**src/rtl/armax_pkg.sv**
```systemverilog
// Shared package for the ARMAX one-step predictor.
// Holds the configuration register map, the config struct and the fixed-point constants.
// No dependencies.
package armax_pkg;

  // Fixed-point format of the coefficients: signed Q2.14
  localparam int COEF_W     = 16;
  localparam int FRAC_BITS  = 14;
  localparam int COEF_SLOTS = 4;

  // Configuration port
  localparam int CFG_DATA_W = 64;
  localparam int CFG_IDX_W  = 3;
  localparam int ORD_W      = 3;
  localparam int DLY_W      = 4;

  // Defaults for the top-level parameters
  localparam int DEF_MAX_ORDER   = 4;
  localparam int DEF_MAX_DELAY   = 8;
  localparam int DEF_SAMPLE_BITS = 16;

  // Reset values of the order and delay registers
  localparam logic [ORD_W-1:0] RST_AR_ORDER    = 3'd0;
  localparam logic [ORD_W-1:0] RST_INPUT_ORDER = 3'd1;
  localparam logic [ORD_W-1:0] RST_MA_ORDER    = 3'd0;
  localparam logic [DLY_W-1:0] RST_INPUT_DELAY = 4'd1;

  typedef enum logic [CFG_IDX_W-1:0] {
    REG_A_COEFS     = 3'd0,
    REG_B_COEFS     = 3'd1,
    REG_C_COEFS     = 3'd2,
    REG_AR_ORDER    = 3'd3,
    REG_INPUT_ORDER = 3'd4,
    REG_MA_ORDER    = 3'd5,
    REG_INPUT_DELAY = 3'd6
  } reg_idx_t;

  typedef struct packed {
    logic [CFG_DATA_W-1:0] a_coefs;
    logic [CFG_DATA_W-1:0] b_coefs;
    logic [CFG_DATA_W-1:0] c_coefs;
    logic [ORD_W-1:0]      ar_order;
    logic [ORD_W-1:0]      input_order;
    logic [ORD_W-1:0]      ma_order;
    logic [DLY_W-1:0]      input_delay;
  } cfg_t;

endpackage

```
**src/rtl/armax_hist.sv**
```systemverilog
// History lines of the ARMAX predictor: past inputs, outputs and residuals.
// Presents restart-masked taps and shifts in the current sample on each advance.
// Depends on armax_pkg.
module armax_hist #(
  parameter int SB       = armax_pkg::DEF_SAMPLE_BITS,
  parameter int NT       = armax_pkg::DEF_MAX_ORDER,
  parameter int IN_DEPTH = armax_pkg::DEF_MAX_DELAY + armax_pkg::DEF_MAX_ORDER
) (
  input  logic                clk,
  input  logic                rst_n,
  input  logic                shift_en,
  input  logic                restart,
  input  logic signed [SB-1:0] u_in,
  input  logic signed [SB-1:0] y_in,
  input  logic signed [SB:0]   eps_in,
  output logic signed [SB-1:0] u_tap [IN_DEPTH],
  output logic signed [SB-1:0] y_tap [NT],
  output logic signed [SB:0]   e_tap [NT]
);
  import armax_pkg::*;

  logic signed [SB-1:0] u_hist_r   [IN_DEPTH];
  logic signed [SB-1:0] u_hist_nxt [IN_DEPTH];
  logic signed [SB-1:0] y_hist_r   [NT];
  logic signed [SB-1:0] y_hist_nxt [NT];
  logic signed [SB:0]   e_hist_r   [NT];
  logic signed [SB:0]   e_hist_nxt [NT];

  // restart makes the whole record start from zero for this sample
  always_comb begin
    for (int i = 0; i < IN_DEPTH; i++) begin
      u_tap[i] = restart ? '0 : u_hist_r[i];
    end
    for (int i = 0; i < NT; i++) begin
      y_tap[i] = restart ? '0 : y_hist_r[i];
      e_tap[i] = restart ? '0 : e_hist_r[i];
    end
  end

  always_comb begin
    u_hist_nxt = u_hist_r;
    y_hist_nxt = y_hist_r;
    e_hist_nxt = e_hist_r;
    if (shift_en) begin
      u_hist_nxt[0] = u_in;
      y_hist_nxt[0] = y_in;
      e_hist_nxt[0] = eps_in;
      for (int i = 1; i < IN_DEPTH; i++) begin
        u_hist_nxt[i] = u_tap[i-1];
      end
      for (int i = 1; i < NT; i++) begin
        y_hist_nxt[i] = y_tap[i-1];
        e_hist_nxt[i] = e_tap[i-1];
      end
    end
  end

  always_ff @(posedge clk) begin
    if (!rst_n) begin
      for (int i = 0; i < IN_DEPTH; i++) begin
        u_hist_r[i] <= '0;
      end
      for (int i = 0; i < NT; i++) begin
        y_hist_r[i] <= '0;
        e_hist_r[i] <= '0;
      end
    end else begin
      u_hist_r <= u_hist_nxt;
      y_hist_r <= y_hist_nxt;
      e_hist_r <= e_hist_nxt;
    end
  end

endmodule

```
**config.mk**
```make
export PLATFORM = sky130hd
export DESIGN_NAME = armax_hist
export DESIGN_NICKNAME = d
export VERILOG_FILES = /design/src/rtl/armax_pkg.sv /design/src/rtl/armax_hist.sv
export SDC_FILE = /design/constraint.sdc
export NUM_CORES = 1
export LEC_CHECK = 0
export BUFFER_PORTS_ARGS = -buffer_cell sky130_fd_sc_hd__buf_2
export CAP_MARGIN = 20
export CELL_PAD_IN_SITES_DETAIL_PLACEMENT = 0
export CELL_PAD_IN_SITES_GLOBAL_PLACEMENT = 1
export CORE_ASPECT_RATIO = 0.75
export CORE_MARGIN = 4
export CORE_UTILIZATION = 25
export DETAILED_ROUTE_END_ITERATION = 10
export GPL_TIMING_DRIVEN = 0
export PLACE_DENSITY = 0.54
export SETUP_SLACK_MARGIN = 0.02
export SLEW_MARGIN = 20
export SYNTH_ARGS = -nofsm -noshare
export SYNTH_HDL_FRONTEND = slang
export SYNTH_SLANG_ARGS = --single-unit
```
**constraint.sdc**
```tcl
create_clock -name clk -period 1.3 [get_ports clk]
set_clock_uncertainty 0.05 [all_clocks]
set_input_delay 0.065 -clock clk [delete_from_list [all_inputs] [get_ports clk]]
set_output_delay 0.065 -clock clk [all_outputs]
set_load 0.05 [all_outputs]
```
==> Word-level counts from Yosys, hierarchy flattened <==
Cells that the tools add are included.
Widths: inputs -> output; s select.
{ "totals": {"regBits": 324, "latch_bits": 0, "ramBits": 0, "mem_bits_ro": 0, "input_bits": 53, "out_inout_bits": 324, "memories": 0} }
{ "classes": {"addsub": 0, "multipliers": 0, "div": 0, "n_lt_le_gt_ge": 0, "eq_ne": 0, "shifts": 0, "muxes": 20, "bitwise": 0, "reduce_logical": 0} }
{ "ops": {"columns": ["cell", "count"], "rows": [
  ["$mux 16", 16],
  ["$mux 17", 4]
]} }

==> Longest topological paths before layout <==
{ "logic_depth": {"word_depth": 1, "mapped_depth": 6, "depth_no_buf": 2} }

==> Least setup slack after synthesis <==
Ideal clock, no wire load.
{ "synth_timing": {"path_type": "input port to flip-flop", "start": "input restart", "end": "register u_hist_r[111] in the netlist's numbering", "setup_time_ps": 63, "arrival_ps": 1524, "setup_slack_ps": -337, "path_stages": 5, "path_cell_list": "buf_4 > buf_2 > buf_2 > nor2b_1 > a22o_1"} }
{ "synth_rtl": {"columns": ["element", "line_no", "source"], "rows": [
  ["start, declared", "armax_hist.sv:12", "input logic restart,"],
  ["end signal, assigned", "armax_hist.sv:68", "u_hist_r <= u_hist_nxt;"],
  ["end, declared", "armax_hist.sv:22", "logic signed [SB-1:0] u_hist_r [IN_DEPTH];"]
]} }

==> results.yml <==
power:
  vdd_drop_max_mv: 0.880
  power.leakage_nw: 10.8
  power_density_nw_per_um2: 888
yosys:
  synth_top_area_share: 0.450
  yosys.area.top_type: "dfxtp_1"
  ys_types: 12
  ys_warn_count: 0
  ys_seq_elements: 324
  synth_fp_nets: 1489
  avgSynthCellArea_um2: 10.0
  syn-cell-area_um2: 14400
  yosysSeqAreaShare: 0.450
  ys_top_cells_by_area: "dfxtp_1 45%, nor2b_1 24%, a22o_1 17%"
  netlist_instances: 1436
critical_path:
  worstSetupPathType: "reg2out"
  required_ns: 1.19
  path_max_fanout: 2
  end_kind: "primary output"
  regToRegEndpoint: "u_hist_r[61]"
  reg2reg_depth: 4
  timing.rr.start: "u_hist_r[77]"
  worstPathArrival_ns: 1.27
  startpoint_type: "register"
  reg2reg_slack_ns: 0.22
route:
  first_pass_iters: 5
  drc: 0
  routed_wl_um: 56500
  routed_via_density: 4.45
  vias: 12900
  detail-route-antenna-nets: 0
  routedWlPerCell_um: 19.4
  drtIter0Drc: 719
floorplanning:
  die_h_um: 216
  coreArea_um2: 56500
  initial_utilization: 0.255
  die_area_um2: 61600
  io_pins: 377
  rows: 75
  die_w_um: 285
sta:
  period_minus_slack_ns: 1.39
  setup_tns_ns: -3.31
  final-setup-viol-count: 163
  rsz0062_at_grt: "true"
  fin_crit_sh: 1.07
  worst_pin_slew_ns: 0.617
  report.final.slew_viol_count: 0
  slew_headroom: 0.588
  max_freq_mhz: 720
  hold_ws_ns: 0.140
  finalHoldViolCount: 0
  fin_ws_ns: -0.0890
final_layout:
  layout-drive-gt1-share: 0.642
  layout_commonest_cell: "dfxtp_2"
  final_cell_mix: "324 x dfxtp_2, 308 x nor2b_4, 275 x a22o_1, 266 x buf_8, 244 x nor2b_1"
  synthToLayoutAreaGrowth_pct: 83.9
  diodes: 0
  multiInputGateArea_um2: 9420
  fill_cells: 5214
  nNetsFinal: 2166
  seqCellArea_um2: 6890
  instances_no_fill: 2909
placed_design:
  hpwl_um: 40700
  dpl_worst_slack_ns: -0.968
  dpl.cell_count: 2579
  gp_congestion: 0.795
  port_buffers: 373
global_route:
  antenna_found_initial: 1
  grt_pass1_wl_um: 84600
  grt_use_total: 0.175
  overflow: 0
  first_global_vias: 13300
  grt_max_degree: 13
cts:
  cts.sinks: 324
  cts_buffer_depth: 3
  cts_tree: "done"
  cts_root_buf: "clkbuf_16"
  cts_htree_levels: 2
  insertion_delay_ns: 0.54
  clk_pin_slew_ns: 0.06
  numCtsBuffers: 38
outcome:
  status: "finished, violations left"
  violations: "setup timing"
worst_hold_path:
  min_path_type: "in2reg"
  min_from: "restart"
  min_to: "u_hist_r[169]"
  hold_path_depth: 4
job:
  cap_violations: 0
-- registers in the layout, summed over array words and instances (netlist names) --
register / count
e_hist_r: 68
u_hist_r: 192
y_hist_r: 64
-- layer usage --
metal	share of wire	vias up	GRT usage
li1	-	6233	-
met5	0	-	0
met1	0.49	6385	0.256
met3	0.050	48	0.0376
met2	0.44	282	0.265
met4	0.015	0	0.0357
-- per-stage QoR --
stage                     utilization  area [um^2]  power (mW)
final                           0.469        26500        23.5
after global routing            0.469        26500        24.4
after CTS                       0.455        25700        23.8
after detailed placement        0.317        17900        12.2
after global placement          0.317        17900        12.2
after floorplan                     -        15100        11.6
-- synthesized netlist by cell type --
| library cell | n |
|---|---|
| nor2b_1 | 552 |
| and2b_4 | 10 |
| buf_6 | 30 |
| buf_2 | 36 |
| dfxtp_1 | 324 |
| and2_1 | 1 |
| a22o_1 | 275 |
| buf_1 | 1 |
| and2b_1 | 86 |
| mux2i_1 | 49 |
| clkbuf_1 | 63 |
| buf_4 | 9 |
-- power by group --
| part | internal, mW | total [mW] | switching, mW |
|---|---|---|---|
| clock | 6.41 | 10.8 | 4.37 |
| sequential | 10.1 | 10.1 | 0.0697 |
| combinational | 0.998 | 2.61 | 1.62 |
-- critical path, cell delays in order, from the launching register on --
cell	delay, ns
dfxtp_2	0.33
nor2b_4	0.23
buf_8	0.18
-- cell families (layout without fill, tap and decap cells) --
kind of cell | Yosys count | in the layout | share of synthesized area
simple gates | 649 | 649 | 0.292
flops | 324 | 324 | 0.450
compound gates | 275 | 275 | 0.167
buf+inv | 139 | 842 | 0.0573
mux | 49 | 49 | 0.0340
-- how the worst max path moves through the flow --
stage                   from           end  slack, ns  cells after the start
5_1_grt         y_hist_r[53]     y_tap[53]      -0.12                      2
3_5_place_dp         restart     y_tap[12]      -0.97                      5
3_3_place_gp         restart     y_tap[10]       -1.0                      5
6_report       u_hist_r[169]    u_tap[169]      -0.09                      2
4_1_cts        u_hist_r[169]    u_tap[169]      -0.11                      2
2_1_floorplan        restart  u_hist_r[10]      -0.32                      5
-- layout make-up --
type | count | share of cell area
Tap cell | 770 | 0.0363
Sequential cell | 324 | 0.260
Timing Repair Buffer | 637 | 0.265
Clock buffer | 57 | 0.0428
Clock inverter | 9 | 0.00382
Buffer | 139 | 0.0373
Multi-Input combinational cell | 973 | 0.355
-- repair_timing --
item / CTS / global route
endpoints found under the setup margin: 335 / 324
hold endpoints to repair: 49 / 0
buffers inserted: 150 / 65
cloned: 0 / 0
resized for setup: 1629 / 88
hold buffers: 49 / 0
Power figures use the tool's default switching activity.
