`src/rtl/armax_pkg.sv`:
```
// Shared package for the ARMAX one-step predictor.
// Holds the configuration register map, the config struct and the fixed-point constants.
// No dependencies.
package armax_pkg;

  // Fixed-point format of the coefficients: signed Q2.14
  localparam int COEF_W     = 16;
  localparam int FRAC_BITS  = 14;
  localparam int COEF_SLOTS = 4;

  // Configuration port
  localparam int CFG_DATA_W = 64;
  localparam int CFG_IDX_W  = 3;
  localparam int ORD_W      = 3;
  localparam int DLY_W      = 4;

  // Defaults for the top-level parameters
  localparam int DEF_MAX_ORDER   = 4;
  localparam int DEF_MAX_DELAY   = 8;
  localparam int DEF_SAMPLE_BITS = 16;

  // Reset values of the order and delay registers
  localparam logic [ORD_W-1:0] RST_AR_ORDER    = 3'd0;
  localparam logic [ORD_W-1:0] RST_INPUT_ORDER = 3'd1;
  localparam logic [ORD_W-1:0] RST_MA_ORDER    = 3'd0;
  localparam logic [DLY_W-1:0] RST_INPUT_DELAY = 4'd1;

  typedef enum logic [CFG_IDX_W-1:0] {
    REG_A_COEFS     = 3'd0,
    REG_B_COEFS     = 3'd1,
    REG_C_COEFS     = 3'd2,
    REG_AR_ORDER    = 3'd3,
    REG_INPUT_ORDER = 3'd4,
    REG_MA_ORDER    = 3'd5,
    REG_INPUT_DELAY = 3'd6
  } reg_idx_t;

  typedef struct packed {
    logic [CFG_DATA_W-1:0] a_coefs;
    logic [CFG_DATA_W-1:0] b_coefs;
    logic [CFG_DATA_W-1:0] c_coefs;
    logic [ORD_W-1:0]      ar_order;
    logic [ORD_W-1:0]      input_order;
    logic [ORD_W-1:0]      ma_order;
    logic [DLY_W-1:0]      input_delay;
  } cfg_t;

endpackage

```
`src/rtl/armax_cfg.sv`:
```
// Configuration register file of the ARMAX predictor.
// Decodes register writes into a cfg_t; unknown indexes are dropped.
// Depends on armax_pkg.
module armax_cfg (
  input  logic                              clk,
  input  logic                              rst_n,
  input  logic                              wr_en,
  input  logic [armax_pkg::CFG_IDX_W-1:0]   wr_index,
  input  logic [armax_pkg::CFG_DATA_W-1:0]  wr_data,
  output armax_pkg::cfg_t                   cfg
);
  import armax_pkg::*;

  cfg_t cfg_r;
  cfg_t cfg_nxt;

  always_comb begin
    cfg_nxt = cfg_r;
    if (wr_en) begin
      unique case (reg_idx_t'(wr_index))
        REG_A_COEFS:     cfg_nxt.a_coefs     = wr_data;
        REG_B_COEFS:     cfg_nxt.b_coefs     = wr_data;
        REG_C_COEFS:     cfg_nxt.c_coefs     = wr_data;
        REG_AR_ORDER:    cfg_nxt.ar_order    = wr_data[ORD_W-1:0];
        REG_INPUT_ORDER: cfg_nxt.input_order = wr_data[ORD_W-1:0];
        REG_MA_ORDER:    cfg_nxt.ma_order    = wr_data[ORD_W-1:0];
        REG_INPUT_DELAY: cfg_nxt.input_delay = wr_data[DLY_W-1:0];
        default:         cfg_nxt = cfg_r;
      endcase
    end
  end

  always_ff @(posedge clk) begin
    if (!rst_n) begin
      cfg_r.a_coefs     <= '0;
      cfg_r.b_coefs     <= '0;
      cfg_r.c_coefs     <= '0;
      cfg_r.ar_order    <= RST_AR_ORDER;
      cfg_r.input_order <= RST_INPUT_ORDER;
      cfg_r.ma_order    <= RST_MA_ORDER;
      cfg_r.input_delay <= RST_INPUT_DELAY;
    end else begin
      cfg_r <= cfg_nxt;
    end
  end

  assign cfg = cfg_r;

endmodule

```
`config.mk`:
```
export PLATFORM = sky130hd
export DESIGN_NAME = armax_cfg
export DESIGN_NICKNAME = d
export VERILOG_FILES = /design/src/rtl/armax_pkg.sv /design/src/rtl/armax_cfg.sv
export SDC_FILE = /design/constraint.sdc
export NUM_CORES = 1
export LEC_CHECK = 0
export BUFFER_PORTS_ARGS = -buffer_cell sky130_fd_sc_hd__buf_2
export CORE_MARGIN = 2
export CORE_UTILIZATION = 55
export CTS_BUF_LIST = sky130_fd_sc_hd__clkbuf_2
export CTS_CLUSTER_DIAMETER = 60
export DETAILED_ROUTE_END_ITERATION = 8
export HOLD_SLACK_MARGIN = 0.1
export PLACE_DENSITY = 0.87
export SLEW_MARGIN = 30
export SYNTH_ARGS = -nofsm -noshare
export SYNTH_HDL_FRONTEND = slang
export SYNTH_SLANG_ARGS = --single-unit
```
`constraint.sdc`:
```
create_clock -name clk -period 2.4 [get_ports clk]
set_clock_uncertainty 0.05 [all_clocks]
set_input_delay 0.12 -clock clk [delete_from_list [all_inputs] [get_ports clk]]
set_output_delay 0.12 -clock clk [all_outputs]
set_load 0.02 [all_outputs]
```
Word-level counts from Yosys, hierarchy flattened
Cells that the tools add are included.
{ "classes": {"eq_ne": 6, "reduce_logical": 8} }
{ "ops": {"columns": ["operator", "count"], "rows": [
  ["2-bit AND reduction", 7],
  ["3-bit equality test, second input constant", 3],
  ["3-bit by 2-bit equality test with 1-bit output, second input constant", 2],
  ["3-bit by 1-bit equality test with 1-bit output, second input constant", 1],
  ["3-bit logical NOT", 1]
]} }
{ "totals": {"register_bits": 205, "in_bits": 70, "word_cells": 21} }

Longest topological paths before layout
{ "logic_depth": {"word_depth": 2, "ltp_mapped": 5} }

Least setup slack after synthesis
No wires, ideal clock.
{ "synth_timing": {"path_kind": "input to register", "start": "input port wr_index[0] (netlist name)", "end": "register cfg_r (netlist bit cfg[142])", "arrival_time_ns": 0.936, "required_time_ns": 2.278, "path_slack_ns": 1.342, "cell_stages": 4, "path_cell_list": "nor4b_2 -> buf_6 -> buf_12 -> mux2i_1"} }
{ "synth_via": {"elab_chain_len": 2} }
{ "synth_rtl": {"columns": ["element", "line_no", "source"], "rows": [
  ["from (decl)", "armax_cfg.sv:8", "input logic [armax_pkg::CFG_IDX_W-1:0] wr_index,"],
  ["3-bit logical NOT", "armax_cfg.sv:20", "unique case (reg_idx_t'(wr_index))"],
  ["2-bit AND reduction (no line)", null, null],
  ["to (signal assigned)", "armax_cfg.sv:43", "cfg_r <= cfg_nxt;"],
  ["to (decl)", "armax_cfg.sv:14", "cfg_t cfg_r;"]
]} }
Every way passes these cells.
A chain may end at the register's enable or synchronous reset.

==> impl_metrics.env <==
export IMPL_cts_root_buf="clkbuf_2"
export IMPL_clockBufferDepth=3
export IMPL_firstDrtPassIters=6
export IMPL_combPwrFrac_pct=10.5
export IMPL_synth_top_area_share_pct=53.9
export IMPL_regArea_mm2=0.00410
export IMPL_synth_area_leaders="dfxtp_1, mux2i_1, nand2_1"
export IMPL_required_ns=3.03
export IMPL_ys_types=13
export IMPL_nets=1182
export IMPL_drc=0
export IMPL_worst_pin_slew_ns=0.731
export IMPL_whs_ns=0.168
export IMPL_nFillCells=806
export IMPL_port_buffers=274
export IMPL_syn_nets=808
export IMPL_largest_reg_flops=205
export IMPL_cts_sinks=205
export IMPL_critPathMaxFanout=77
export IMPL_holdBufCountCts=89
export IMPL_cp_arrival_ns=2.88
export IMPL_dp_cells=1149
export IMPL_finalHoldViolCount=0
export IMPL_setup_tns_final_ns=0
export IMPL_place_hpwl_um=13000
export IMPL_worstSetupEndpoint="cfg[31]"
export IMPL_rsz0062_at_grt="no"
export IMPL_drt_antenna_violating_nets=0
export IMPL_yosysTopAreaCell="dfxtp_1"
export IMPL_crit_start="rst_n"
export IMPL_cts_resized=0
export IMPL_dieArea_mm2=0.0148
export IMPL_worst_r2r_path_depth=3
export IMPL_syn_inst=738
export IMPL_final_layout_size_suffix_gt1_share_pct=31.5
export IMPL_grt_pass1_vias=7030
export IMPL_seq_power_share_pct=54.9
export IMPL_wl_per_cell_um=16.9
export IMPL_worst_slew_margin_rel_pct=51.3
export IMPL_start_kind="input port"
export IMPL_drtIter0Drc=441
export IMPL_n_antenna_cell=0
export IMPL_vias_per_cell=5.13
export IMPL_min_period_ns=2.25
export IMPL_postCtsSetupBuffers=0
export IMPL_ys_warn_count=0
export IMPL_die_w_um=122
export IMPL_antenna_found_initial=0
export IMPL_core_area_mm2=0.0134
export IMPL_yosysSeqAreaShare_pct=53.9
export IMPL_r2r_end="cfg[31]"
export IMPL_grt_max_degree=78
export IMPL_drt_wl_total_um=22300
export IMPL_min_from="wr_data[60]"
export IMPL_grt_total_usage_pct=29.7
export IMPL_swShare_pct=27.8
export IMPL_vias=6789
export IMPL_power_share_clock_pct=34.6
export IMPL_switchingPower_mw=1.78
export IMPL_r2r_start="cfg[31]"
export IMPL_gr_total_overflow=0
export IMPL_multi_input_area_mm2=0.00319
export IMPL_ir_drop_v=0.000537
export IMPL_clk_pin_slew_worst_paths_ns=0.13
export IMPL_cp_end_kind="flop"
export IMPL_slew_viol_final=0
export IMPL_synthesis_area_mm2=0.00762
export IMPL_maxCapViolations=0
export IMPL_grt_pass1_wl_um=34800
export IMPL_crit_type="input port to flop"
export IMPL_total_power_mw=6.41
export IMPL_start_util_pct=56.8
export IMPL_gp_congestion=0.776
export IMPL_min_path_type="input port to flop"
export IMPL_setup_viol_count_final=0
export IMPL_row_count=42
export IMPL_layoutNonFillerInstCount=1323
export IMPL_cts_htree_levels=2
export IMPL_power_density_mw_per_mm2=619
export IMPL_max_clock_freq_mhz=445
export IMPL_pre_cts_ws_ns=0.800
export IMPL_die_y_um=122
export IMPL_pin_count=275
export IMPL_rrSetupSlack_ns=1.13
export IMPL_status="finished clean"
export IMPL_min_period_over_period_pct=93.6
export IMPL_synth_area_per_cell_um2=10.3
export IMPL_cts_made_buffers=48
export IMPL_clk_latency_ns=0.72
export IMPL_areaGrowthSynthToFinish_pct=35.9
export IMPL_cts_tree="built"
export IMPL_ys_ff_latch=205
export IMPL_p_int_mw=4.63
export IMPL_worst_slack_ns=0.153
export IMPL_p_leak_nw=5.62
-- kinds of logic (layout without fill, tap and decap cells) --
family / after synthesis / in the layout / share of synthesized area (%)
buffers and inverters: 51 / 460 / 4.76
flip-flops: 205 / 205 / 53.9
multiplexers: 205 / 205 / 26.9
AND/OR/NAND/NOR: 277 / 277 / 14.4
-- synthesized netlist by cell type, drive strengths merged --
library cell,instances
nor4b,1
nor2b,3
clkbuf,19
and4bb,1
nand2,267
nand4bb,2
dfxtp,205
mux2i,205
buf,32
nand4b,3
-- power groups by stage --
stage / logic, mW / registers (mW) / clock network (mW)
after floorplan: 0.251 / 3.68 / 0
after global placement: 0.536 / 3.59 / 0
after detailed placement: 0.544 / 3.59 / 0
after CTS: 0.655 / 3.51 / 2.25
after global routing: 0.718 / 3.52 / 2.45
final: 0.673 / 3.52 / 2.22
-- layer usage --
layer | track usage [%] | up-vias | share of wire, % | wire, µm
li1 | - | 3205 | - | -
met1 | 31.3 | 3207 | 38 | 8410
met2 | 52.1 | 298 | 50 | 11200
met3 | 9.32 | 79 | 7.7 | 1720
met4 | 17.0 | 0 | 4.5 | 1010
met5 | 0 | - | 0 | 0
-- worst max-delay path, stage by stage --
cell           delay [ns]
dlygate4sd3_1        0.54
buf_6                0.46
buf_12               0.30
nand2_1              0.07
dlygate4sd3_1        0.61
mux2i_1              0.19
dlygate4sd3_1        0.56
-- per-stage QoR --
stage                     instance area (µm²)  util, %
after floorplan                          7620        -
after global placement                   9030     67.4
after detailed placement                 9030     67.4
after CTS                               10400     77.3
after global routing                    10400     77.3
final                                   10400     77.3
-- area by class of cell --
type                            count  area share, %
Sequential cell                   205           39.6
Clock inverter                     18          0.918
Tap cell                          176           2.13
Multi-Input combinational cell    482           30.8
Clock buffer                       67           3.24
Timing Repair Buffer              375           23.3
-- how the worst min path moves through the flow --
stage,to,cells after the start
after floorplan,cfg[0],2
after global placement,cfg[0],3
after detailed placement,cfg[7],3
after CTS,cfg[65],4
after global routing,cfg[73],4
final,cfg[73],4
-- cells in the final DEF (no fill, tap or decap) --
cell type        n
mux2i_1        205
nor2b_1          3
buf_6            1
and4bb_2         1
buf_2          273
dlygate4sd3_1   89
bufinv_16        1
nand4bb_4        2
nor4b_4          1
buf_4            8
nand2_1        267
dfxtp_1        205
clkinv_2         1
clkbuf_2        67
clkinv_1        14
inv_2            2
buf_12           4
nand4b_1         3
Note: power is estimated with default switching activity, not from simulation.
